## config.mk

```make
export PLATFORM = sky130hd
export DESIGN_NAME = adacc_ctrl
export DESIGN_NICKNAME = d
export VERILOG_FILES = /design/src/hw/rtl/adacc_pkg.sv /design/src/hw/rtl/adacc_ctrl.sv
export SDC_FILE = /design/constraint.sdc
export NUM_CORES = 1
export LEC_CHECK = 0
export BUFFER_PORTS_ARGS = -buffer_cell sky130_fd_sc_hd__buf_2
export CAP_MARGIN = 20
export CORE_AREA = 2 2 39 41
export CTS_CLUSTER_DIAMETER = 200
export DETAILED_ROUTE_END_ITERATION = 8
export DIE_AREA = 0 0 41 43
export GPL_TIMING_DRIVEN = 1
export PLACE_DENSITY = 0.7
export SYNTH_ARGS = -nofsm -noshare
export SYNTH_HDL_FRONTEND = slang
export SYNTH_SLANG_ARGS = --single-unit
```

## constraint.sdc

```tcl
create_clock -name clk -period 3.5 [get_ports clk]
set_clock_uncertainty 0.05 [all_clocks]
set_input_delay 0.525 -clock clk [delete_from_list [all_inputs] [get_ports clk]]
set_output_delay 0.525 -clock clk [all_outputs]
set_load 0.1 [all_outputs]
```

## src/hw/rtl/adacc_pkg.sv

```systemverilog
// ----------------------------------------------------------------------------
// adacc_pkg
// Shared constants, types, trigonometric tables and codes for the attractor
// density accumulator.
// ----------------------------------------------------------------------------
package adacc_pkg;

  localparam int GRID_W       = 256;
  localparam int GRID_H       = 128;
  localparam int WARMUP_STEPS = 50;
  localparam int TRIG_DEPTH   = 1024;

  localparam int TRIG_BITS = $clog2(TRIG_DEPTH);
  localparam int QUARTER   = TRIG_DEPTH / 4;
  localparam int QTR_BITS  = TRIG_BITS - 2;

  localparam int CELL_STORE = 32768;
  localparam int ADDR_W     = $clog2(CELL_STORE);
  localparam int NCELL      = (GRID_W * GRID_H < CELL_STORE) ? GRID_W * GRID_H : CELL_STORE;
  localparam int PX_W       = $clog2(GRID_W);
  localparam int PY_W       = $clog2(GRID_H);

  localparam int CNT_W       = 20;
  localparam int MAX_POINTS  = 600000;
  localparam int DENS_W      = 32;
  localparam int FADE_NUM    = 61604;
  localparam int HIT_Q8      = 256;
  localparam int START_Q12   = 410;
  localparam int INV_TWO_PI  = 683565276;
  localparam int PIX_BIAS    = 106496;
  localparam int PIX_DEN     = 212992;
  localparam longint unsigned PIX_RECIP = (64'd1 << 48) / PIX_DEN;
  localparam longint unsigned PI_HALF_Q30 = 64'd1686629713;
  localparam longint ONE_Q30 = 64'sd1073741824;

  localparam int CFG_W = 3;
  localparam logic [CFG_W-1:0] CFG_MAP_KIND = 3'd0;
  localparam logic [CFG_W-1:0] CFG_COEF_A   = 3'd1;
  localparam logic [CFG_W-1:0] CFG_COEF_B   = 3'd2;
  localparam logic [CFG_W-1:0] CFG_COEF_C   = 3'd3;
  localparam logic [CFG_W-1:0] CFG_COEF_D   = 3'd4;
  localparam logic [CFG_W-1:0] CFG_POINTS   = 3'd5;

  localparam logic [1:0] FUNC_RUN   = 2'd0;
  localparam logic [1:0] FUNC_CLEAR = 2'd1;
  localparam logic [1:0] FUNC_READ  = 2'd2;

  typedef enum logic [3:0] {
    S_INIT, S_IDLE, S_CLEAR, S_FADE, S_FADE_END, S_WARM, S_WARM_WAIT,
    S_RUN, S_RUN_WAIT, S_HIT_RD, S_HIT_WR, S_READ, S_RESP
  } ctrl_state_t;

  typedef struct packed {
    logic load_in;
    logic cnt_clear;
    logic cnt_inc;
    logic clr_wr;
    logic fade_en;
    logic pt_init;
    logic step_start;
    logic hit_rd;
    logic hit_wr;
    logic res_load;
  } ctrl_cmd_t;

  typedef struct packed {
    logic cnt_store_end;
    logic cnt_cell_end;
    logic warm_end;
    logic run_end;
    logic step_done;
    logic hit_ok;
    logic out_full;
  } ctrl_status_t;

  typedef struct packed {
    logic               done;
    logic signed [15:0] nx;
    logic signed [15:0] ny;
    logic               hit;
    logic [ADDR_W-1:0]  addr;
  } step_res_t;

  typedef logic signed [15:0] qtab_t [QUARTER];

  function automatic longint unsigned tstep(longint unsigned term, longint unsigned x2);
    return (term * x2) >> 30;
  endfunction

  function automatic logic signed [15:0] round_q14(longint s);
    longint c;
    c = (s < 0) ? 64'sd0 : s;
    if (c > ONE_Q30) c = ONE_Q30;
    return 16'((c + 64'sd32768) >>> 16);
  endfunction

  function automatic logic signed [15:0] sin_q14(longint unsigned x);
    longint unsigned x2;
    longint unsigned t;
    longint s;
    x2 = (x * x) >> 30;
    t = x;
    s = longint'(x);
    t = tstep(t, x2) / 6;   s = s - longint'(t);
    t = tstep(t, x2) / 20;  s = s + longint'(t);
    t = tstep(t, x2) / 42;  s = s - longint'(t);
    t = tstep(t, x2) / 72;  s = s + longint'(t);
    t = tstep(t, x2) / 110; s = s - longint'(t);
    t = tstep(t, x2) / 156; s = s + longint'(t);
    t = tstep(t, x2) / 210; s = s - longint'(t);
    return round_q14(s);
  endfunction

  function automatic logic signed [15:0] cos_q14(longint unsigned x);
    longint unsigned x2;
    longint unsigned t;
    longint s;
    x2 = (x * x) >> 30;
    t = longint'(ONE_Q30);
    s = ONE_Q30;
    t = tstep(t, x2) / 2;   s = s - longint'(t);
    t = tstep(t, x2) / 12;  s = s + longint'(t);
    t = tstep(t, x2) / 30;  s = s - longint'(t);
    t = tstep(t, x2) / 56;  s = s + longint'(t);
    t = tstep(t, x2) / 90;  s = s - longint'(t);
    t = tstep(t, x2) / 132; s = s + longint'(t);
    t = tstep(t, x2) / 182; s = s - longint'(t);
    return round_q14(s);
  endfunction

  function automatic qtab_t build_qtab(bit want_cos);
    qtab_t tab;
    longint unsigned x;
    for (int j = 0; j < QUARTER; j++) begin
      x = (PI_HALF_Q30 * longint'(j)) / QUARTER;
      tab[j] = want_cos ? cos_q14(x) : sin_q14(x);
    end
    return tab;
  endfunction

  localparam qtab_t QSIN = build_qtab(1'b0);
  localparam qtab_t QCOS = build_qtab(1'b1);

  function automatic logic signed [15:0] sine_lookup(logic [TRIG_BITS-1:0] idx);
    logic [QTR_BITS-1:0] r;
    r = idx[QTR_BITS-1:0];
    case (idx[TRIG_BITS-1 -: 2])
      2'd0:    return QSIN[r];
      2'd1:    return QCOS[r];
      2'd2:    return -QSIN[r];
      default: return -QCOS[r];
    endcase
  endfunction

endpackage

```

## src/hw/rtl/adacc_ctrl.sv

```systemverilog
// ----------------------------------------------------------------------------
// adacc_ctrl
// Sequencer for clearing, fading, warm-up and plotted map steps, cell reads
// and the hand-over of each result.
// ----------------------------------------------------------------------------
module adacc_ctrl (
  input  logic                     clk,
  input  logic                     rst_n,
  input  logic                     in_valid,
  input  logic [1:0]               in_func,
  output logic                     in_ready,
  input  adacc_pkg::ctrl_status_t  status,
  output adacc_pkg::ctrl_cmd_t     cmd
);
  import adacc_pkg::*;

  ctrl_state_t state_r, state_nxt;

  always_ff @(posedge clk) begin
    if (!rst_n) begin
      state_r <= S_INIT;
    end else begin
      state_r <= state_nxt;
    end
  end

  always_comb begin
    state_nxt = state_r;
    case (state_r)
      S_INIT:      if (status.cnt_store_end) state_nxt = S_IDLE;
      S_IDLE: begin
        if (in_valid) begin
          case (in_func)
            FUNC_RUN:   state_nxt = S_FADE;
            FUNC_CLEAR: state_nxt = S_CLEAR;
            FUNC_READ:  state_nxt = S_READ;
            default:    state_nxt = S_RESP;
          endcase
        end
      end
      S_CLEAR:     if (status.cnt_store_end) state_nxt = S_RESP;
      S_FADE:      if (status.cnt_cell_end) state_nxt = S_FADE_END;
      S_FADE_END:  state_nxt = S_WARM;
      S_WARM:      state_nxt = status.warm_end ? S_RUN : S_WARM_WAIT;
      S_WARM_WAIT: if (status.step_done) state_nxt = S_WARM;
      S_RUN:       state_nxt = status.run_end ? S_RESP : S_RUN_WAIT;
      S_RUN_WAIT: begin
        if (status.step_done) state_nxt = status.hit_ok ? S_HIT_RD : S_RUN;
      end
      S_HIT_RD:    state_nxt = S_HIT_WR;
      S_HIT_WR:    state_nxt = S_RUN;
      S_READ:      state_nxt = S_RESP;
      S_RESP:      if (!status.out_full) state_nxt = S_IDLE;
      default:     state_nxt = S_INIT;
    endcase
  end

  always_comb begin
    cmd      = '0;
    in_ready = 1'b0;
    case (state_r)
      S_INIT, S_CLEAR: begin
        cmd.clr_wr  = 1'b1;
        cmd.cnt_inc = 1'b1;
        if (status.cnt_store_end) cmd.cnt_clear = 1'b1;
      end
      S_IDLE: begin
        in_ready = 1'b1;
        if (in_valid) begin
          cmd.load_in   = 1'b1;
          cmd.cnt_clear = 1'b1;
        end
      end
      S_FADE: begin
        cmd.fade_en = 1'b1;
        cmd.cnt_inc = 1'b1;
      end
      S_FADE_END: begin
        cmd.cnt_clear = 1'b1;
        cmd.pt_init   = 1'b1;
      end
      S_WARM: begin
        if (status.warm_end) cmd.cnt_clear = 1'b1;
        else cmd.step_start = 1'b1;
      end
      S_WARM_WAIT, S_RUN_WAIT: begin
        if (status.step_done) cmd.cnt_inc = 1'b1;
      end
      S_RUN: begin
        if (!status.run_end) cmd.step_start = 1'b1;
      end
      S_HIT_RD: cmd.hit_rd = 1'b1;
      S_HIT_WR: cmd.hit_wr = 1'b1;
      S_RESP: begin
        if (!status.out_full) cmd.res_load = 1'b1;
      end
      default: ;
    endcase
  end

endmodule

```

Word-level counts from Yosys, hierarchy flattened:

Index checks and enable logic that the tools add are counted.

* word-level logic and storage cells: 58
* register bits: 4
* output and inout port bits: 11
* input port bits: 12

* eq/ne operators: 21
* multiplexer cells: 30
* reduce and logical (&&, ||, !) cells: 6

Operator list (number)
* 4-bit one-hot mux with 13 select lines: 1
* 4-bit two-way mux: 8
* 4-bit equality test, second input constant: 5
* 4-bit by 3-bit equality test with 1-bit output, second input constant: 4
* 1-bit two-way mux: 15
* 2-bit != test, second input constant: 7
* 4-bit one-hot mux with 3 select lines: 1
* 4-bit by 2-bit equality test with 1-bit output, second input constant: 2
* 7-bit AND reduction: 1
* 4-bit by 1-bit equality test with 1-bit output, second input constant: 1
* 4-bit zero test: 1
* 1-bit one-hot mux with 2 select lines: 2
* 1-bit one-hot mux with 4 select lines: 1
* 2-bit OR reduction: 2
* 3-bit two-way mux: 1
* 3-bit OR reduction: 1
* 2-bit by 1-bit equality test with 1-bit output, second input constant: 1
* 2-bit equality test, second input constant: 1
* 2-bit zero test: 1
* 2-bit two-way mux: 1

Depth between registers and ports, before layout:

Gate-level depths: netlist of the first run.

* word-level depth: 4
* gate-level depth with buffers: 6
* gate-level depth less buffers: 5

Worst setup path after synthesis of the first run:

No wires, ideal clock.

* path kind: register to output
* start: register state_r[1]
* end: output cmd[8] (netlist name)
* data required time: 2.925 ns
* cell stages (with the launch flop): 6
* data arrival time: 4.535 ns
* path slack: -1.610 ns
* cells stage by stage: dfxtp_1 buf_6 nand2b_4 nor3_1 and2_1 o21bai_1

RTL lines
* start: declaration: RTL line adacc_ctrl.sv:17 `ctrl_state_t state_r, state_nxt;`
* start signal: assignment: RTL line adacc_ctrl.sv:23 `state_r <= state_nxt;`
* end: declaration: RTL line adacc_ctrl.sv:13 `output adacc_pkg::ctrl_cmd_t cmd`

==> metrics.md, run 1 <==
| Metric | Value |
|---|---|
| Max-slew violation count | 0 |
| Iter 0 DRT Violations | 20 |
| Largest net degree at the start of global routing | 21 |
| Worst Path Max Fanout | 16 |
| GR Overflow Total | 0 |
| Biggest register | state_r |
| DR vias | roughly 620 |
| Avg Inst Size Synth | approximately 7.4 um2 |
| Yosys warnings | 0 |
| Initial Util | between 30% and 40% |
| CTS hold repair buffers | 0 |
| Initial antenna violation count | 0 |
| Least-Margin Pin Slew | between 0.7 and 0.8 ns |
| CTS max path bufs | 2 |
| I/O Buffers | 22 |
| GRT Total Usage | 17.17% |
| Top post-synthesis cells by count | nand2_1 (7), nor2_1 (6), nor3_1 (5) |
| CTS Buf Count | 3 |
| Die ar. | 1763 um2 |
| Mapped Nets | 86 |
| Worst reg2reg endpoint | state_r[3] |
| Hold Path Cell Cnt | 2 |
| Fin cells | roughly 110 |
| Synth Instances | 74 |
| Clock transition at path regs | roughly 0.040 ns |
| FMAX | 0.3765 GHz |
| Core ar. | about 1400 um2 |
| Final WL | between 1000 and 1500 um |
| Hold path startpoint | rst_n |
| Post-CTS setup buffers | 0 |
| Worst hold endpoint | state_r[2] |
| Sequential cell area fraction in the yosys report | between 10% and 20% |
| Number of diodes | 0 |
| Final setup fails | 0 |
| Top-count cell post-synth | nand2_1 |
| Number of flops mapped to enable cells by yosys | 0 |
| Fin crit period | between 2 and 3 ns |
| Initial DRT Pass Iterations | 4 |
| Post-DR vias/cell | ~5.8 |
| Regs by FF count | state_r x4 |
| CTS H-Tree Depth | 1 |
| Clk sinks | 4 |
| Nature of the critical path startpoint | flop |
| Crit end category | output pin |
| DPL Wire Length | 1068 um |
| Die width | between 40 and 50 um |
| I/O pins | 23 |
| Routed Antenna Nets | 0 |
| Min-delay worst type | input pin to flop |
| CTS resizes | 0 |
| Placed Cells | 105 |
| Global-route wire length before repair | 2152 um |
| Total of max-cap violations | 0 |
| FP Rows | 14 |
| Synthesis-to-finish area growth | 18.12% |
| Hold Violations, Final | 0 |
| RR Startpoint | state_r[1] |
| Worst-Skew Late Latency | 0.23 ns |
| Worst reg-to-reg path cell count | 5 |
| Setup TNS Final | 0 ns |
| Gpl congestion | 0.8052 |
| Predominant post-synthesis flop cell | dfxtp_1 |
| Synth area leader | dfxtp_1 |
| Max reg flops | 4 |
| Number of synthesized register bits | 4 |
| Critical path type | flop to output pin |
| Routed wire per std cell | ~13 um |
| Vias in the first global route | around 500 |
| R2R setup slack | around 1.7 ns |
| Share of cells above drive strength 1 | 36.96% |
| CTS tree | done |
| Status | completed |
| Netlist cell types | 37 |
| RSZ-0062 raised after global routing | no |
| Root Buffer | clkbuf_4 |
| Asr flop ratio synth | 0% |
| Final #Nets | 106 |
| Mapped cell area | between 500 and 600 um2 |
| Yosys top cell area share | 14.68% |
| Critical Path AT | 2.08 ns |
| Die height | about 43 um |
| Top cells by area, synth | dfxtp_1 (15%), a32o_1 (7.3%), nand2_1 (4.8%) |
| Final period util | approximately three quarters |
| Drt drc | 0 |
| WP data required | between 2 and 3 ns |
| Rel. slew slack | a little over half |
-- through the flow --
step | setup WS, ns | util, % | area [um2] | hold WS [ns]
after floorplan | -0.6523 | - | 550.5 | 0.6292
after detailed placement | 1.102 | 44.94 | 621.8 | 0.7896
after global routing | 0.7224 | 46.56 | 644.4 | 0.5787
after global placement | 1.115 | 44.94 | 621.8 | 0.7892
final | 0.8442 | 46.56 | 644.4 | 0.5556
after CTS | 0.8344 | 46.56 | 644.4 | 0.5469
-- layer usage --
layer	vias up	GRT usage (%)	share of wire, %
li1	322	-	-
met1	282	24.76	44
met2	19	25.62	51
met3	0	0	5.2
met4	0	8.000	0
met5	-	0	0
-- worst max-delay path, stage by stage (launching register included) --
cell and delay, ns:
dfxtp_1 0.64, inv_1 0.25, mux2i_1 0.17, o22a_1 0.21
o21bai_1 0.14, buf_2 0.45
-- logic make-up (layout without fill, tap and decap cells) --
| family | after synthesis | in the layout | share of synthesized area [%] |
|---|---|---|---|
| buffers and inverters | 9 | 27 | 12.16 |
| flip-flops | 4 | 4 | 14.68 |
| AO/OA/AOI/OAI | 27 | 27 | 37.39 |
| multiplexers | 1 | 1 | 1.835 |
| XOR/XNOR | 1 | 1 | 1.606 |
| AND/OR/NAND/NOR | 32 | 32 | 32.34 |
-- worst max path at each step --
stage          cells after the start  endpoint  startpoint
2_1_floorplan                      3    cmd[0]  state_r[0]
3_3_place_gp                       5    cmd[8]  state_r[2]
3_5_place_dp                       5    cmd[8]  state_r[2]
4_1_cts                            5    cmd[8]  state_r[2]
5_1_grt                            5    cmd[8]  state_r[2]
6_report                           5    cmd[8]  state_r[2]
-- placed cells by master (no fill, tap or decap), drive strengths merged, types with 2 or more instances in the layout --
master,netlist,final
o21ai,5,5
inv,2,2
buf,6,22
nand3,2,2
o22ai,3,3
a32oi,2,2
a32o,4,4
a21o,2,2
a21oi,5,5
dfxtp,4,4
nor3,5,5
nand2b,4,4
nand2,8,8
nor2,6,6
nor4,3,3
clkbuf,1,3
-- final cells by class --
class	count	area, um2
clock buffers	3	22.52
fillers	147	739.5
inverters	2	7.507
multi-input cells	61	404.1
flip-flops and latches	4	80.08
well taps	16	20.02
repair buffers	22	110.1
Power of run 1 is left out: the tool's default activity adds up to more than one toggle a clock period on the data nets, which glitch-free logic cannot reach.
==> inputs of run 2 (changes only) <==
--- a/config.mk
+++ b/config.mk
@@ -7,12 +7,11 @@
 export LEC_CHECK = 0
 export BUFFER_PORTS_ARGS = -buffer_cell sky130_fd_sc_hd__buf_2
 export CAP_MARGIN = 20
-export CORE_AREA = 2 2 39 41
+export CORE_UTILIZATION = 41
 export CTS_CLUSTER_DIAMETER = 200
 export DETAILED_ROUTE_END_ITERATION = 8
-export DIE_AREA = 0 0 41 43
 export GPL_TIMING_DRIVEN = 1
-export PLACE_DENSITY = 0.7
+export PLACE_DENSITY = 0.73
 export SYNTH_ARGS = -nofsm -noshare
 export SYNTH_HDL_FRONTEND = slang
 export SYNTH_SLANG_ARGS = --single-unit
==> constraint.sdc (replaced) <==
create_clock -name clk -period 2.4 [get_ports clk]
set_clock_uncertainty 0.05 [all_clocks]
set_input_delay 0.36 -clock clk [delete_from_list [all_inputs] [get_ports clk]]
set_output_delay 0.36 -clock clk [all_outputs]
set_load 0.1 [all_outputs]
==> run 2 against run 1 <==
Global-route usage increased by 7.2 points. Final area increased by 11%. Hold slack got worse by 0.16 ns. Critical path depth decreased by 1. First-iteration DRC count decreased by 25%. Utilization increased by 15 points. Flip-flop and latch count unchanged. Critical endpoint is now cmd[3].
==> metrics.md, run 2 (synthesis results as in run 1) <==
| Metric | Value |
|---|---|
| Largest net degree at the start of global routing | 19 (was 21) |
| Most common cell after layout, fill and taps aside | buf_2 (unchanged) |
| Final setup fails | 0 (unchanged) |
| Iter 0 DRT Violations | 15 (was 20) |
| Hold Violations, Final | 0 (unchanged) |
| Gpl congestion | 0.8522 (was 0.8052) |
| Final #Nets | 110 (was 106) |
| Critical Path AT | 1.73 ns (was 2.08 ns) |
| CTS tree | done (unchanged) |
| Crit end category | output pin (unchanged) |
| Root Buffer | clkbuf_4 (unchanged) |
| Rel. slew slack | 67.70% (was 53.10%) |
| Final period util | approximately nine tenths |
| GR Overflow Total | 0 (unchanged) |
| Vias in the first global route | 574 (was 496) |
| Global-route wire length before repair | 2553 um (was 2152 um) |
| Initial Util | 46.58% (was 39.42%) |
| Max-slew violation count | 0 (unchanged) |
| Fin cells | 110 (was 108) |
| Core ar. | 1171 um2 (was 1384 um2) |
| RSZ-0062 raised after global routing | no (unchanged) |
| I/O Buffers | 22 (unchanged) |
| Die height | 38.48 um (was 43 um) |
| Post-DR vias/cell | 6.182 (was 5.769) |
| Commonest cells after routing, fill and taps aside | buf_2 (21), nand2_1 (7), nor2_1 (6) (was buf_2 (22), nand2_1 (7), nor2_1 (6)) |
| Placed Cells | 107 (was 105) |
| FMAX | roughly 0.47 GHz |
| CTS H-Tree Depth | 1 (unchanged) |
| Biggest register | state_r (unchanged) |
| Number of diodes | 0 (unchanged) |
| Initial DRT Pass Iterations | 5 (was 4) |
| Fin crit period | approximately 2.1 ns |
| Share of cells above drive strength 1 | 45.83% (was 36.96%) |
| Final WL | 1511 um (was 1377 um) |
| Max reg flops | 4 (unchanged) |
| I/O pins | 23 (unchanged) |
| Routed Antenna Nets | 0 (unchanged) |
| DR WL met3 | 115 um (was 71 um) |
| WL met1 | 669 um (was 606 um) |
| Initial antenna violation count | 0 (unchanged) |
| Status | completed (unchanged) |
| Die ar. | 1480 um2 (was 1763 um2) |
| DR WL met2 | 726 um (was 699 um) |
| Clk sinks | 4 (unchanged) |
| Min-delay worst type | input pin to flop (unchanged) |
| Clock transition at path regs | 0.04 ns (about the same) |
| Die width | 38.48 um (was 41 um) |
| CTS Buf Count | 3 (unchanged) |
| Critical path type | flop to output pin (unchanged) |
| WP data required | 1.99 ns (was 2.92 ns) |
| Total of max-cap violations | 0 (unchanged) |
| Post-CTS setup buffers | 0 (unchanged) |
| GRT Total Usage | 24.37% (was 17.17%) |
| Nature of the critical path startpoint | flop (unchanged) |
| CTS max path bufs | 2 (unchanged) |
| FP Rows | 12 (was 14) |
| Routed wire per std cell | 13.74 um (was 12.75 um) |
| Least-Margin Pin Slew | 0.4878 ns (was 0.7025 ns) |
| Regs by FF count | state_r x4 (unchanged) |
| DPL Wire Length | 1187 um (was 1068 um) |
| DR vias | 680 (was 623) |
| Highest Signal Layer | met3 (unchanged) |
| Drt drc | 0 (unchanged) |
| Worst-Skew Late Latency | 0.23 ns (about the same) |
| Worst Path Max Fanout | 9 (was 16) |
| Synthesis-to-finish area growth | 31.42% (was 18.12%) |
==> run 2: worst max-delay path: stages (launching register included) <==
cell     delay, ns
dfxtp_1       0.51
inv_1         0.21
nor2_1        0.18
and3_1        0.17
buf_2         0.42
==> run 2: layout make-up <==
class	count	area [um2]
Inverter	2	7.507
Clock buffer	3	22.52
Fill cell	120	454.2
Tap cell	14	17.52
Sequential cell	4	81.33
Multi-Input combinational cell	61	432.9
Timing Repair Buffer	26	155.1
==> run 2: final timing paths <==
check / from / to / slack, ns / depth (start not counted)
setup reg to reg: state_r[0] / state_r[3] / 0.78 / 5
hold / removal: rst_n / state_r[2] / 0.40 / 2
hold reg to reg: state_r[3] / state_r[3] / 0.62 / 2
setup / recovery: state_r[2] / cmd[3] / 0.26 / 4
==> run 2: per-layer routing <==
metal | up-vias | track usage, %
li1 | 332 | -
met1 | 316 | 34.04
met2 | 32 | 39.41
met3 | 0 | 3.488
met4 | 0 | 5.172
met5 | - | 0
==> run 2: through the flow <==
stage	cell area [um2]	hold slack, ns	setup TNS [ns]	worst slack, ns	utilization, %
2_1_floorplan	579.3	0.4642	-2.964	-0.7222	-
3_3_place_gp	693.2	0.6192	0	0.4336	59.19
3_5_place_dp	693.2	0.6198	0	0.3301	59.19
4_1_cts	715.7	0.3855	0	0.08476	61.11
5_1_grt	716.9	0.4073	0	0.1798	61.22
6_report	716.9	0.3954	0	0.2605	61.22
==> run 2: repair_timing <==
item	4_1_cts	5_1_grt
endpoints found under the setup margin	0	3
hold buffers	0	0
resized for setup	0	1
Power of run 2 is left out for the same reason.
